[src/sv/rrd_pkg.sv]
`default_nettype none
package rrd_pkg;

    // frame layout
    localparam int BodyLen = 6;
    localparam int IdxW    = $clog2(BodyLen);

    // configuration register indexes
    localparam logic [7:0] REG_FRAME_HEADER = 8'd0;
    localparam logic [7:0] REG_DEVICE_CODE  = 8'd1;

    // response codes carried in body byte 0
    localparam logic [7:0] CODE_SELF_CHECK = 8'h01;
    localparam logic [7:0] CODE_RANGE_A    = 8'h02;
    localparam logic [7:0] CODE_RANGE_B    = 8'h04;
    localparam logic [7:0] CODE_RANGE_C    = 8'h0B;
    localparam logic [7:0] CODE_RANGE_D    = 8'h0C;
    localparam logic [7:0] CODE_PULSE      = 8'h0A;
    localparam logic [7:0] CODE_PRODUCT    = 8'h10;
    localparam logic [7:0] CODE_TEMP       = 8'h06;
    localparam logic [7:0] STATUS_FAULT    = 8'h01;

    // result kinds
    localparam logic [2:0] KIND_SELF_CHECK = 3'd0;
    localparam logic [2:0] KIND_RANGING    = 3'd1;
    localparam logic [2:0] KIND_PULSE      = 3'd2;
    localparam logic [2:0] KIND_PRODUCT    = 3'd3;
    localparam logic [2:0] KIND_TEMP       = 3'd4;
    localparam logic [2:0] KIND_CSUM_ERR   = 3'd5;

    localparam logic [22:0] LASER_SCALE = 23'd100;

    // framer to decoder: a completed frame
    typedef struct packed {
        logic                    done;
        logic                    sum_ok;
        logic [BodyLen-1:0][7:0] body;
    } frame_t;

    // framer status toward the top level
    typedef struct packed {
        logic phase_sum;
    } framer_stat_t;

    typedef struct packed {
        logic [2:0]         response_kind;
        logic [7:0]         raw_status;
        logic [3:0]         status_flags;
        logic [15:0]        distance;
        logic               range_valid;
        logic [7:0]         pulse_count;
        logic [22:0]        laser_count;
        logic signed [7:0]  temperature;
        logic [7:0]         product_id;
        logic [3:0]         version_major;
        logic [3:0]         version_minor;
    } result_t;

endpackage
`default_nettype wire

[src/sv/rrd_if.sv]
`default_nettype none

// received byte channel
interface rrd_byte_if;
    logic       valid;
    logic       ready;
    logic [7:0] rx_byte;
    modport source (output valid, output rx_byte, input ready);
    modport sink   (input valid, input rx_byte, output ready);
endinterface

// decoded response channel
interface rrd_result_if;
    logic               valid;
    logic               ready;
    logic [2:0]         response_kind;
    logic [7:0]         raw_status;
    logic [3:0]         status_flags;
    logic [15:0]        distance;
    logic               range_valid;
    logic [7:0]         pulse_count;
    logic [22:0]        laser_count;
    logic signed [7:0]  temperature;
    logic [7:0]         product_id;
    logic [3:0]         version_major;
    logic [3:0]         version_minor;
    modport source (output valid, output response_kind, output raw_status,
                    output status_flags, output distance, output range_valid,
                    output pulse_count, output laser_count, output temperature,
                    output product_id, output version_major, output version_minor,
                    input ready);
    modport sink   (input valid, input response_kind, input raw_status,
                    input status_flags, input distance, input range_valid,
                    input pulse_count, input laser_count, input temperature,
                    input product_id, input version_major, input version_minor,
                    output ready);
endinterface

// register write channel
interface rrd_cfg_if;
    logic       valid;
    logic       ready;
    logic [7:0] index;
    logic [7:0] data;
    modport source (output valid, output index, output data, input ready);
    modport sink   (input valid, input index, input data, output ready);
endinterface

`default_nettype wire

[src/sv/rrd_framer.sv]
`default_nettype none
module rrd_framer
    import rrd_pkg::*;
(
    input  wire logic    clk,
    input  wire logic    rst_n,
    rrd_cfg_if.sink      cfg,
    input  wire logic    beat,
    input  wire logic [7:0] rx_byte,
    output frame_t       frame,
    output framer_stat_t stat
);

    typedef enum logic [1:0] {
        PH_SEEK,
        PH_HDR,
        PH_BODY,
        PH_SUM
    } phase_t;

    phase_t          phase_reg;
    logic [IdxW-1:0] idx_reg;
    logic [7:0]      sum_reg;
    logic [7:0]      header_reg;
    logic [7:0]      device_reg;
    logic [7:0]      store_reg [BodyLen];

    assign cfg.ready = 1'b1;

    // configuration registers
    always_ff @(posedge clk or negedge rst_n)
    begin
        if (!rst_n)
        begin
            header_reg <= '0;
            device_reg <= '0;
        end
        else if (cfg.valid)
        begin
            if (cfg.index == REG_FRAME_HEADER)
                header_reg <= cfg.data;
            else if (cfg.index == REG_DEVICE_CODE)
                device_reg <= cfg.data;
        end
    end

    // hunt and collect state
    always_ff @(posedge clk or negedge rst_n)
    begin
        if (!rst_n)
        begin
            phase_reg <= PH_SEEK;
            idx_reg   <= '0;
            sum_reg   <= '0;
        end
        else if (beat)
        begin
            unique case (phase_reg)
                PH_SEEK:
                begin
                    if (rx_byte == header_reg)
                        phase_reg <= PH_HDR;
                end
                PH_HDR:
                begin
                    // device check first; a repeated header keeps the hunt armed
                    if (rx_byte == device_reg)
                    begin
                        phase_reg <= PH_BODY;
                        idx_reg   <= '0;
                        sum_reg   <= '0;
                    end
                    else if (rx_byte != header_reg)
                        phase_reg <= PH_SEEK;
                end
                PH_BODY:
                begin
                    sum_reg <= sum_reg + rx_byte;
                    idx_reg <= idx_reg + 1'b1;
                    if (idx_reg == IdxW'(BodyLen - 1))
                        phase_reg <= PH_SUM;
                end
                PH_SUM:
                begin
                    phase_reg <= PH_SEEK;
                    idx_reg   <= '0;
                    sum_reg   <= '0;
                end
                default: phase_reg <= PH_SEEK;
            endcase
        end
    end

    // body bytes, no reset
    always_ff @(posedge clk)
    begin
        if (beat && phase_reg == PH_BODY)
            store_reg[idx_reg] <= rx_byte;
    end

    always_comb
    begin
        frame.done   = beat && (phase_reg == PH_SUM);
        frame.sum_ok = (rx_byte == sum_reg);
        for (int i = 0; i < BodyLen; i++)
            frame.body[i] = store_reg[i];
    end

    assign stat.phase_sum = (phase_reg == PH_SUM);

endmodule
`default_nettype wire

[src/sv/rrd_decoder.sv]
`default_nettype none
module rrd_decoder
    import rrd_pkg::*;
(
    input  frame_t  frame,
    output logic    has_result,
    output result_t result
);

    logic [7:0]  st;
    logic        fault;
    logic [15:0] base;
    logic [6:0]  mag;

    function automatic logic [3:0] flags(input logic [7:0] s, input logic f);
        flags = {s[5], s[4], s[3], f};
    endfunction

    always_comb
    begin
        result     = '0;
        has_result = 1'b0;
        st         = frame.body[1];
        fault      = (st == STATUS_FAULT);
        base       = {frame.body[4], frame.body[3]};
        mag        = frame.body[2][6:0];
        if (!frame.sum_ok)
        begin
            has_result           = 1'b1;
            result.response_kind = KIND_CSUM_ERR;
        end
        else
        begin
            unique case (frame.body[0])
                CODE_SELF_CHECK:
                begin
                    has_result           = 1'b1;
                    result.response_kind = KIND_SELF_CHECK;
                    result.raw_status    = frame.body[2];
                    result.status_flags  = flags(frame.body[2],
                                                 frame.body[1] == STATUS_FAULT);
                end
                CODE_RANGE_A, CODE_RANGE_B, CODE_RANGE_C, CODE_RANGE_D:
                begin
                    has_result           = 1'b1;
                    result.response_kind = KIND_RANGING;
                    result.raw_status    = st;
                    result.status_flags  = flags(st, fault);
                    result.distance      = {frame.body[3], frame.body[4]};
                    result.range_valid   = ({frame.body[3], frame.body[4]} != 16'd0)
                                           && !st[3] && !fault;
                    result.pulse_count   = frame.body[5];
                end
                CODE_PULSE:
                begin
                    has_result           = 1'b1;
                    result.response_kind = KIND_PULSE;
                    result.laser_count   = 23'(base) * LASER_SCALE;
                end
                CODE_PRODUCT:
                begin
                    has_result           = 1'b1;
                    result.response_kind = KIND_PRODUCT;
                    result.product_id    = frame.body[1];
                    result.version_major = frame.body[2][7:4];
                    result.version_minor = frame.body[2][3:0];
                end
                CODE_TEMP:
                begin
                    has_result           = 1'b1;
                    result.response_kind = KIND_TEMP;
                    // sign-magnitude to two's complement
                    result.temperature   = frame.body[2][7] ? -$signed({1'b0, mag})
                                                            : $signed({1'b0, mag});
                end
                default: has_result = 1'b0;
            endcase
        end
    end

endmodule
`default_nettype wire

[src/sv/rangefinder_response_deframer_unit.sv]
`default_nettype none
// Channel  Dir  Beat contents
// rx       in   rx_byte, one received serial byte
// res      out  decoded response fields or checksum error
// cfg      in   index, data: register write (0 header, 1 device code)
//
// One byte per cycle. A byte is taken every cycle unless it is a checksum
// byte and a previous response still sits unread in the output register.
// The result of a checksum byte is registered and appears in the cycle after its beat.
// Reset is asynchronous, active low; it clears the hunt state, the configuration registers and the output valid flag.
module rangefinder_response_deframer_unit
    import rrd_pkg::*;
(
    input  wire logic    clk,
    input  wire logic    rst_n,
    rrd_byte_if.sink     rx,
    rrd_result_if.source res,
    rrd_cfg_if.sink      cfg
);

    frame_t       frame;
    framer_stat_t stat;
    logic         has_result;
    result_t      result;
    logic         beat;
    logic         out_valid_reg;
    result_t      res_reg;

    // only a checksum byte needs room in the output register
    assign rx.ready = !out_valid_reg || res.ready || !stat.phase_sum;
    assign beat     = rx.valid && rx.ready;

    rrd_framer u_framer (
        .clk     (clk),
        .rst_n   (rst_n),
        .cfg     (cfg),
        .beat    (beat),
        .rx_byte (rx.rx_byte),
        .frame   (frame),
        .stat    (stat)
    );

    rrd_decoder u_decoder (
        .frame      (frame),
        .has_result (has_result),
        .result     (result)
    );

    // output register
    always_ff @(posedge clk or negedge rst_n)
    begin
        if (!rst_n)
            out_valid_reg <= 1'b0;
        else if (frame.done && has_result)
            out_valid_reg <= 1'b1;
        else if (res.ready)
            out_valid_reg <= 1'b0;
    end

    always_ff @(posedge clk)
    begin
        if (frame.done && has_result)
            res_reg <= result;
    end

    assign res.valid         = out_valid_reg;
    assign res.response_kind = res_reg.response_kind;
    assign res.raw_status    = res_reg.raw_status;
    assign res.status_flags  = res_reg.status_flags;
    assign res.distance      = res_reg.distance;
    assign res.range_valid   = res_reg.range_valid;
    assign res.pulse_count   = res_reg.pulse_count;
    assign res.laser_count   = res_reg.laser_count;
    assign res.temperature   = res_reg.temperature;
    assign res.product_id    = res_reg.product_id;
    assign res.version_major = res_reg.version_major;
    assign res.version_minor = res_reg.version_minor;

endmodule
`default_nettype wire
[src/flat_wrapper.sv]
// flat-port wrapper written by rule: the top's interface ports become plain ports
module rangefinder_response_deframer_unit_flat import rrd_pkg::*;
  (clk, rst_n, rx_valid, rx_rx_byte, rx_ready, res_valid, res_response_kind, res_raw_status, res_status_flags, res_distance, res_range_valid, res_pulse_count, res_laser_count, res_temperature, res_product_id, res_version_major, res_version_minor, res_ready, cfg_valid, cfg_index, cfg_data, cfg_ready);
  rrd_byte_if rx_i ();
  rrd_result_if res_i ();
  rrd_cfg_if cfg_i ();
  input  wire logic clk;
  input  wire logic rst_n;
  input wire logic [$bits(rx_i.valid)-1:0] rx_valid;
  input wire logic [$bits(rx_i.rx_byte)-1:0] rx_rx_byte;
  output wire logic [$bits(rx_i.ready)-1:0] rx_ready;
  output wire logic [$bits(res_i.valid)-1:0] res_valid;
  output wire logic [$bits(res_i.response_kind)-1:0] res_response_kind;
  output wire logic [$bits(res_i.raw_status)-1:0] res_raw_status;
  output wire logic [$bits(res_i.status_flags)-1:0] res_status_flags;
  output wire logic [$bits(res_i.distance)-1:0] res_distance;
  output wire logic [$bits(res_i.range_valid)-1:0] res_range_valid;
  output wire logic [$bits(res_i.pulse_count)-1:0] res_pulse_count;
  output wire logic [$bits(res_i.laser_count)-1:0] res_laser_count;
  output wire logic [$bits(res_i.temperature)-1:0] res_temperature;
  output wire logic [$bits(res_i.product_id)-1:0] res_product_id;
  output wire logic [$bits(res_i.version_major)-1:0] res_version_major;
  output wire logic [$bits(res_i.version_minor)-1:0] res_version_minor;
  input wire logic [$bits(res_i.ready)-1:0] res_ready;
  input wire logic [$bits(cfg_i.valid)-1:0] cfg_valid;
  input wire logic [$bits(cfg_i.index)-1:0] cfg_index;
  input wire logic [$bits(cfg_i.data)-1:0] cfg_data;
  output wire logic [$bits(cfg_i.ready)-1:0] cfg_ready;
  assign rx_i.valid = rx_valid;
  assign rx_i.rx_byte = rx_rx_byte;
  assign rx_ready = rx_i.ready;
  assign res_valid = res_i.valid;
  assign res_response_kind = res_i.response_kind;
  assign res_raw_status = res_i.raw_status;
  assign res_status_flags = res_i.status_flags;
  assign res_distance = res_i.distance;
  assign res_range_valid = res_i.range_valid;
  assign res_pulse_count = res_i.pulse_count;
  assign res_laser_count = res_i.laser_count;
  assign res_temperature = res_i.temperature;
  assign res_product_id = res_i.product_id;
  assign res_version_major = res_i.version_major;
  assign res_version_minor = res_i.version_minor;
  assign res_i.ready = res_ready;
  assign cfg_i.valid = cfg_valid;
  assign cfg_i.index = cfg_index;
  assign cfg_i.data = cfg_data;
  assign cfg_ready = cfg_i.ready;
  rangefinder_response_deframer_unit u_core (.clk(clk), .rst_n(rst_n), .rx(rx_i), .res(res_i), .cfg(cfg_i));
endmodule
[config.mk]
export PLATFORM = sky130hd
export DESIGN_NAME = rangefinder_response_deframer_unit_flat
export DESIGN_NICKNAME = d
export VERILOG_FILES = /design/src/sv/rrd_pkg.sv /design/src/sv/rrd_if.sv /design/src/sv/rrd_framer.sv /design/src/sv/rrd_decoder.sv /design/src/sv/rangefinder_response_deframer_unit.sv /design/src/flat_wrapper.sv
export SDC_FILE = /design/constraint.sdc
export NUM_CORES = 1
export LEC_CHECK = 0
export ABC_AREA = 0
export CAP_MARGIN = 20
export CORE_UTILIZATION = 64
export DETAILED_ROUTE_END_ITERATION = 8
export DONT_BUFFER_PORTS = 1
export GPL_TIMING_DRIVEN = 0
export PLACE_DENSITY_LB_ADDON = 0.25
export SYNTH_ARGS = -nofsm -noshare
export SYNTH_HDL_FRONTEND = slang
export SYNTH_SLANG_ARGS = --single-unit
[constraint.sdc]
create_clock -name clk -period 8.3 [get_ports clk]
set_clock_uncertainty 0.1 [all_clocks]
set_input_delay 0.83 -clock clk [delete_from_list [all_inputs] [get_ports clk]]
set_output_delay 0.83 -clock clk [all_outputs]
set_load 0.005 [all_outputs]
# Word-level counts from Yosys, hierarchy flattened
# Memory sizes are Yosys's and may differ from the RTL's. A register that Yosys moved wholly into a read port is not among the register bits.
# Index checks and enable logic that the tools add are counted.
[word_totals]
ff_bits = 109
ram_bits = 48
input_bits = 29
output_inout_bits = 90
elab_cells = 93
n_memories = 1
[classes]
n_addsub = 3
multipliers = 1
eq_ne = 22
mux = 18
bitwise = 1
n_reduce_logical = 29
[mem_list]
columns = ["name", "depth", "width", "rd", "rd_ports_with_merged_regs", "write_ports", "line", "rtl"]
rows = [
  ["u_core.u_framer.store_reg", 6, 8, 6, 1, 1, "rrd_framer.sv:26", "logic [7:0] store_reg [BodyLen];"],
]
[ops]
columns = ["operator", "count"]
rows = [
  ["8-bit by 1-bit == test with 1-bit output (second input constant)", 3],
  ["8-bit by 4-bit == test with 1-bit output (second input constant)", 3],
  ["8-bit == test", 3],
  ["12-bit one-hot mux with 2 select lines", 1],
  ["8-bit one-hot mux with 3 select lines", 1],
  ["16-bit by 5-bit multiplier with 21-bit output (second input constant)", 1],
  ["8-bit by 3-bit == test with 1-bit output (second input constant)", 2],
  ["16-bit nonzero test", 1],
  ["3-bit one-hot mux with 4 select lines", 1],
  ["2-bit AND reduction", 5],
  ["3-bit one-hot mux with 3 select lines", 1],
  ["3-bit AND reduction", 3],
  ["8-bit adder", 1],
  ["8-bit by 2-bit == test with 1-bit output (second input constant)", 1],
  ["8-bit by 5-bit == test with 1-bit output (second input constant)", 1],
  ["8-bit zero test", 1],
  ["2-bit two-way mux", 4],
  ["8-bit two-way mux", 1],
  ["8-bit inequality test", 1],
  ["7-bit negation with 8-bit output", 1],
  ["2-bit one-hot mux with 4 select lines", 1],
  ["8-bit OR reduction", 1],
  ["7-bit two-way mux", 1],
  ["1-bit logical AND", 6],
  ["16 further kinds", 29],
]

# Longest topological paths before layout
# Gate-level depths: netlist of run 1.
[logic_depth]
depth_word = 7
depth_mapped = 13
ltp_nobuf = 13

# By module
# A second synthesis of run 1 with hierarchy kept.
[unflattened]
cells_unflattened = 698
area_unflattened_um2 = 8669.6
[modules_own_cells]
columns = ["mod", "instances", "cells_each", "area_each_um2", "seq_area_each_um2"]
rows = [
  ["rrd_framer", 1, 217, 3251.9, 2167.1],
  ["rrd_decoder", 1, 388, 2732.6, 0.0],
  ["rangefinder_response_deframer_unit", 1, 93, 2685.1, 2637.5],
]

# Worst setup path before layout of run 1
# Ideal clock, no wire load.
[synth_timing]
path_kind = "input-to-reg"
from = "input port rx_rx_byte[2]"
to = "register u_core.out_valid_reg, in the netlist u_core.res.valid"
setup_ns = 0.090
t_arrival_ns = 5.891
t_required_ns = 8.110
setup_slack_ns = 2.220
path_stages = 6
path_buffers = 0
cell_sequence = "ha_1 -> nor3_1 -> nand3_1 -> nor2_1 -> a21oi_1 -> or2_2"
[synth_via]
elab_chain_len = 4
elab_cells_between_ends = 5
cone_classes = "1 x eq/ne; 2 x mux; 2 x reduce/logical"
[synth_lines]
columns = ["item", "line", "rtl"]
rows = [
  ["start, declared", "flat_wrapper.sv:10", "input wire logic [$bits(rx_i.rx_byte)-1:0] rx_rx_byte;"],
  ["8-bit == test (*)", "rrd_framer.sv:104", "frame.sum_ok = (rx_byte == sum_reg);"],
  ["1-bit two-way mux (*)", "rrd_decoder.sv:27", "if (!frame.sum_ok)"],
  ["1-bit logical AND (*)", "rangefinder_response_deframer_unit.sv:54", "else if (frame.done && has_result)"],
  ["1-bit two-way mux or 2-bit nonzero test (tied branches)", "--", ""],
  ["end signal, assigned", "rangefinder_response_deframer_unit.sv:53", "out_valid_reg <= 1'b0;"],
  ["end signal, assigned", "rangefinder_response_deframer_unit.sv:55", "out_valid_reg <= 1'b1;"],
  ["end signal, assigned", "rangefinder_response_deframer_unit.sv:57", "out_valid_reg <= 1'b0;"],
  ["end, declared", "rangefinder_response_deframer_unit.sv:26", "logic out_valid_reg;"],
]
# Every way passes the cells marked *; elsewhere a longest branch is shown, timed or not.
# A chain may end at the register's enable or synchronous reset.

==> results by group, run 1 <==
STA
  • Clock period minus final worst setup slack: 3770 ps
  • Slew HR: 29.1%
  • Fin Setup TNS: 0 ps
  • Fmax: 265 MHz
  • Hold Violations, Final: 0
  • Final-report setup violation count: 0
  • RSZ-0062 raised after global routing: false
  • Period utilization: 45.5%
  • Worst slew pin tran: 1060 ps
  • Final Max Tran Viols: 0

Floorplan
  • Rows: 41
  • Starting Density: 65.7%
  • Die span in y: 116 um
  • Core footprint: 12700 um^2
  • I/O Pins: 119
  • Die area: 13500 um^2
  • Die width: 116 um

Critical path
  • CP cell instances: inv_1, ha_1, ha_1, inv_1, fa_1, inv_1, ha_1, and4_4, a21o_1, a2111o_1, a21oi_1, a221o_1, a21oi_1
  • Worst reg2reg endpoint: u_core.res.laser_count[19]$_SDFFCE_PN0P_
  • R2R depth: 13
  • Critical Path End Type: register
  • Worst R2R Start: u_core.u_framer.store_reg[3][6]$_DFFE_PP_
  • Buf/Inv on CP: 3
  • Crit path kind: reg2reg
  • Data arrival, critical path: 3840 ps
  • CP top delay family: adder cells
  • Critical path startpoint category: register
  • Setup slack on the worst flop-to-flop path: 4530 ps
  • CP max FO: 6
  • Crit path required time: 8370 ps
  • Worst path slowest cell: fa_1
  • Max incr delay on CP: 500 ps

Power
  • Switching pwr: 0.342 mW
  • Logic pwr share: 2.2%
  • Worst VDD drop: 0.111 mV
  • Sequential share of power: 52.9%
  • Leakage: 3.97 nW
  • Pwr Density: 179 nW/um^2
  • Cell-internal power: 1.30 mW
  • Sw frac: 20.8%
  • Clock Power Share: 44.9%

Cells and area
  • Share of cells above drive strength 1: 13.9%
  • Post-route cell area: 9200 um^2
  • Layout Nets: 783
  • P&R area growth vs syn: 10.6%
  • Max reg flops: 48
  • Finished Core Util: 72.6%
  • ANT cells: 0

Yosys
  • Synthesized instance count: 644
  • Yosys cell types: 66
  • Synth Area in Compound Gates: 7.98%
  • Warnings from Yosys: 0
  • Simple-gate share of the synthesized area: 11.6%
  • Sequential fraction of the synthesis area: 55.9%
  • Synth Area in Adders: 13.6%
  • Syn Std Cell Area: 8320 um^2
  • Ys async rst share: 18.8%
  • Post-synthesis xor/xnor area fraction: 4.00%
  • Register bit count reported by yosys: 160
  • Synthesized area per cell: 12.9 um^2
  • Post-synthesis mux area share: 3.20%
  • EDFF count, synth: 130
  • Top FF cell, synth: edfxtp_1
  • Largest family of logic cells by synthesized area: adder cells

Drt
  • Vias: 5021
  • Routed vias/inst: 5.87
  • Routed wire per std cell: 18.0 um
  • Routed WL: 15400 um
  • Number of remaining DRC errors: 0
  • Antenna Nets Post-Route: 0
  • Initial DRC count: 362
  • DRT Pass-1 Iters: 4

Placement
  • Hpwl dp: 11300 um
  • Global placement routability congestion: 0.850
  • Placed inst area: 8610 um^2
  • Buffers on Ports: 0

Clock network
  • Buffer count from post-CTS setup fixing: 0
  • Clock edge transition at the registers on the reported setup and hold paths: 60 ps
  • CTS tree: done
  • Count of cells resized by post-cts repair: 0
  • H-tree depth: 4
  • CTS Root Cell: clkbuf_16
  • Clk_lat worst skew: 420 ps
  • TritonCTS Buffers: 17
  • Clk sink count: 160
  • CTS Buffer Depth: 2

Global routing
  • GRT Total Usage: 24.2%
  • Global-route wire length before repair: 24200 um
  • Vias in the first global route: 4823
  • Largest net degree at the start of global routing: 35
  • Initial antenna violation count: 0
  • Gr ovfl total: 0

Status
  • Status: finished clean

Min path
  • Worst min path class: in2async

Flow run
  • Max-Cap Viols: 0
==> cell usage in the layout (no fill, tap or decap), types with 6 or more instances in the layout <==
master and instances:
and2_1 29, xor2_1 24, a22o_1 8, buf_4 6
mux2_2 17, nand3_1 7, dfrtp_1 30, fa_1 12
nand2_1 19, ha_1 71, clkbuf_16 17, xnor2_1 14
a21o_1 9, inv_1 52, edfxtp_1 130, nor3_1 33
clkbuf_1 8, nor2_1 42, o21ai_0 12, a21oi_1 26
==> metrics by stage <==
| stage | cells | setup WS (ps) | power, mW | hold slack (ps) |
|---|---|---|---|---|
| floorplan | 645 | 2220 | 0.914 | 375 |
| global placement | 817 | 958 | 0.918 | 390 |
| detailed placement | 822 | 4560 | 0.920 | 402 |
| CTS | 855 | 4560 | 1.66 | 113 |
| global route | 856 | 4370 | 1.69 | 117 |
| finish | 856 | 4530 | 1.65 | 126 |
==> cells in the mapped netlist (8+ instances only) <==
cell type    n  share of area, %
edfxtp_1   130                47
ha_1        71                11
inv_1       52               2.3
nor2_1      42               1.9
nor3_1      33               2.0
dfrtp_1     30               9.0
and2_1      29               2.2
a21oi_1     27               1.6
xor2_1      24               2.5
nand2_1     19              0.86
mux2_2      17               2.3
xnor2_1     14               1.5
fa_1        12               2.9
o21ai_0     12              0.72
a21o_1       9              0.81
a22o_1       8              0.84
==> power by group through the flow <==
stage                     Clock [mW]  Sequential, mW  Combinational [mW]
after global placement             0           0.888              0.0300
after CTS                      0.750           0.871              0.0359
after floorplan                    0           0.887              0.0274
after global routing           0.775           0.872              0.0397
after detailed placement           0           0.888              0.0315
final                          0.739           0.871              0.0357
==> how the worst max path moves through the flow <==
stage / depth (start not counted) / from / slack [ps] / to
after floorplan: 6 / rx_rx_byte[2] / 2220 / u_core.res.valid$_DFFE_PN0P_
after global placement: 6 / rx_rx_byte[2] / 960 / u_core.res.valid$_DFFE_PN0P_
after detailed placement: 13 / u_core.u_framer.store_reg[3][6]$_DFFE_PP_ / 4560 / u_core.res.laser_count[19]$_SDFFCE_PN0P_
after CTS: 13 / u_core.u_framer.store_reg[3][6]$_DFFE_PP_ / 4560 / u_core.res.laser_count[19]$_SDFFCE_PN0P_
after global routing: 11 / u_core.u_framer.store_reg[3][2]$_DFFE_PP_ / 4370 / u_core.res.laser_count[22]$_SDFFCE_PN0P_
final: 13 / u_core.u_framer.store_reg[3][6]$_DFFE_PP_ / 4530 / u_core.res.laser_count[19]$_SDFFCE_PN0P_
==> per-layer routing <==
metal / wire, um / global-route usage, %
met3: 784 / 5.49
met4: 362 / 9.57
met1: 6800 / 32.1
met2: 7460 / 38.9
met5: 0 / 0
==> final cells by class <==
class	instances	area, um^2
plain buffers	19	106
clock buffers	19	433
clock inverters	13	133
fillers	869	3470
inverters	52	195
multi-input cells	414	3380
flip-flops and latches	160	4650
well taps	172	215
repair buffers	7	86.3
==> timing repair <==
item | 4_1_cts | 5_1_grt
hold buffers | 1 | 0
endpoints found under the setup margin | 0 | 0
hold endpoints to repair | 30 | 0
==> cells by family after synthesis <==
family          after synthesis
simple gates                174
flops                       160
compound gates               93
fa+ha+maj                    83
buf+inv                      71
xor+xnor                     38
mux                          23
other cells                   2
Power figures use the tool's default switching activity.
==> inputs of run 2 (changes only) <==
==> constraint.sdc (replaced) <==
create_clock -name clk -period 3.7 [get_ports clk]
set_clock_uncertainty 0.1 [all_clocks]
set_input_delay 0.37 -clock clk [delete_from_list [all_inputs] [get_ports clk]]
set_output_delay 0.37 -clock clk [all_outputs]
set_load 0.005 [all_outputs]
==> results by group, run 2 (same netlist as run 1, synthesis figures left out) <==
Min path
  • Worst min path class: in2reg

Drt
  • DRT Pass-1 Iters: 7
  • Metal3 WL: 982 um
  • Wire length on met1: 6860 um
  • Routed wire per std cell: 18.6 um
  • Routed WL: 16400 um
  • Vias: 5196
  • Routed vias/inst: 5.91
  • Antenna Nets Post-Route: 0
  • Number of remaining DRC errors: 0
  • Initial DRC count: 363
  • Top sig layer: met4
  • Metal2 WL: 8190 um

Placement
  • Pre-CTS WS: -52.8 ps
  • Hpwl dp: 11400 um
  • Global placement routability congestion: 0.870
  • Buffers on Ports: 0
  • Placed inst area: 8610 um^2

Cells and area
  • Commonest non-fill, non-tap cell in the layout: edfxtp_1
  • Max reg flops: 48
  • Fillers: 822
  • Share of cells above drive strength 1: 16.3%
  • P&R area growth vs syn: 14.4%
  • Layout Nets: 806
  • Most frequent cells in the layout: edfxtp_1 (130), ha_1 (67), inv_1 (49)
  • ANT cells: 0
  • Finished Core Util: 75.1%
  • Post-route cell area: 9520 um^2
  • FF/Latch Area: 4650 um^2
  • Area of the multi-input gates: 3450 um^2

Global routing
  • Gr ovfl total: 0
  • Initial antenna violation count: 0
  • GRT Total Usage: 25.3%
  • Largest net degree at the start of global routing: 35
  • Vias in the first global route: 4979
  • Global-route wire length before repair: 25000 um

STA
  • Slew HR: 31.5%
  • Fin Setup TNS: 0 ps
  • Fmax: 277 MHz
  • Final-report setup violation count: 0
  • Hold Violations, Final: 0
  • Period utilization: 97.6%
  • Clock period minus final worst setup slack: 3610 ps
  • Worst slew pin tran: 1020 ps
  • Worst setup margin: 89.4 ps
  • Final Max Tran Viols: 0
  • Min Hold Slack: 14.5 ps

Critical path
  • Buf/Inv on CP: 3
  • Max incr delay on CP: 500 ps
  • Crit path required time: 3780 ps
  • Data arrival, critical path: 3690 ps
  • Worst path slowest cell: fa_1
  • Critical Path End Type: register
  • CP max FO: 6
  • Critical path startpoint category: register
  • CP top delay family: adder cells
  • CP cell instances: inv_2, ha_1, ha_1, inv_1, fa_1, inv_1, ha_4, and4_4, a21o_1, a2111o_1, a211oi_2, o21a_1, nor3_2
  • Crit path kind: reg2reg

Floorplan
  • Rows: 41
  • Die width: 116 um
  • I/O Pins: 119
  • Starting Density: 65.7%
  • Die area: 13500 um^2
  • Die span in y: 116 um
  • Core footprint: 12700 um^2

Flow run
  • Max-Cap Viols: 0

Clock network
  • H-tree depth: 4
  • CTS Buffer Depth: 2
  • CTS tree: done
  • Clk_lat worst skew: 430 ps
  • CTS Root Cell: clkbuf_16
  • Clk sink count: 160
  • TritonCTS Buffers: 17
  • Clock edge transition at the registers on the reported setup and hold paths: 60 ps

Power
  • Leakage: 4.10 nW
  • Worst VDD drop: 0.304 mV
  • Pwr Density: 402 nW/um^2

Status
  • Status: finished clean
run 2: timing repair:
item / CTS / global route
setup buffers: 2 / 4
gates resized for setup: 2 / 13
hold buffers: 19 / 0
endpoints found under the hold margin: 95 / 0
endpoints found under the setup margin: 3 / 6
cloned: 0 / 0
pin swaps: 0 / 6
run 2: per-stage QoR:
step | std cells | total power, mW
2_1_floorplan | 645 | 2.05
3_3_place_gp | 817 | 2.06
3_5_place_dp | 821 | 2.06
4_1_cts | 874 | 3.83
5_1_grt | 879 | 3.92
6_report | 879 | 3.83
run 2: power breakdown:
| group | leakage [nW] | switching [mW] | total (mW) | internal, mW |
|---|---|---|---|---|
| sequential | 1.79 | 0.0106 | 1.95 | 1.94 |
| combinational | 2.01 | 0.0545 | 0.108 | 0.0531 |
| clock | 0.295 | 0.744 | 1.76 | 1.02 |
run 2: per-layer routing:
layer	track usage [%]	vias to the layer above
met5	0	-
met1	31.8	2527
met4	10.9	0
li1	-	2432
met3	6.85	34
met2	41.4	203
run 2: path summary, 6_finish.rpt:
check,from,end,slack [ps],cells after the start
max,u_core.u_framer.store_reg[3][6]$_DFFE_PP_,u_core.res.laser_count[21]$_SDFFCE_PN0P_,90,13
min,rx_valid,register,10,2
max reg2reg,u_core.u_framer.store_reg[3][6]$_DFFE_PP_,u_core.res.laser_count[21]$_SDFFCE_PN0P_,90,13
min reg2reg,u_core.u_framer.sum_reg[3]$_DFFE_PN0P_,u_core.u_framer.sum_reg[3]$_DFFE_PN0P_,420,1
max in group asynchronous,rst_n,u_core.u_framer.sum_reg[1]$_DFFE_PN0P_,3050,2
min in group asynchronous,rst_n,u_core.u_framer.device_reg[6]$_DFFE_PN0P_,280,2
run 2: worst reg2reg max path, stage by stage (launching register included):
cell      delay, ps
edfxtp_1        470
inv_2           110
ha_1            230
ha_1            290
inv_1            60
fa_1            500
inv_1            70
ha_4            240
and4_4          190
a21o_1          190
a2111o_1        430
a211oi_2        290
o21a_1          150
nor3_2           40
run 2: area by class of cell:
cell class / instances / area share (%)
Clock buffer: 18 / 4.51
Clock inverter: 14 / 1.75
Inverter: 52 / 2.05
Timing Repair Buffer: 30 / 3.22
Multi-Input combinational cell: 414 / 36.2
Tap cell: 172 / 2.26
Sequential cell: 160 / 48.9
Buffer: 19 / 1.12
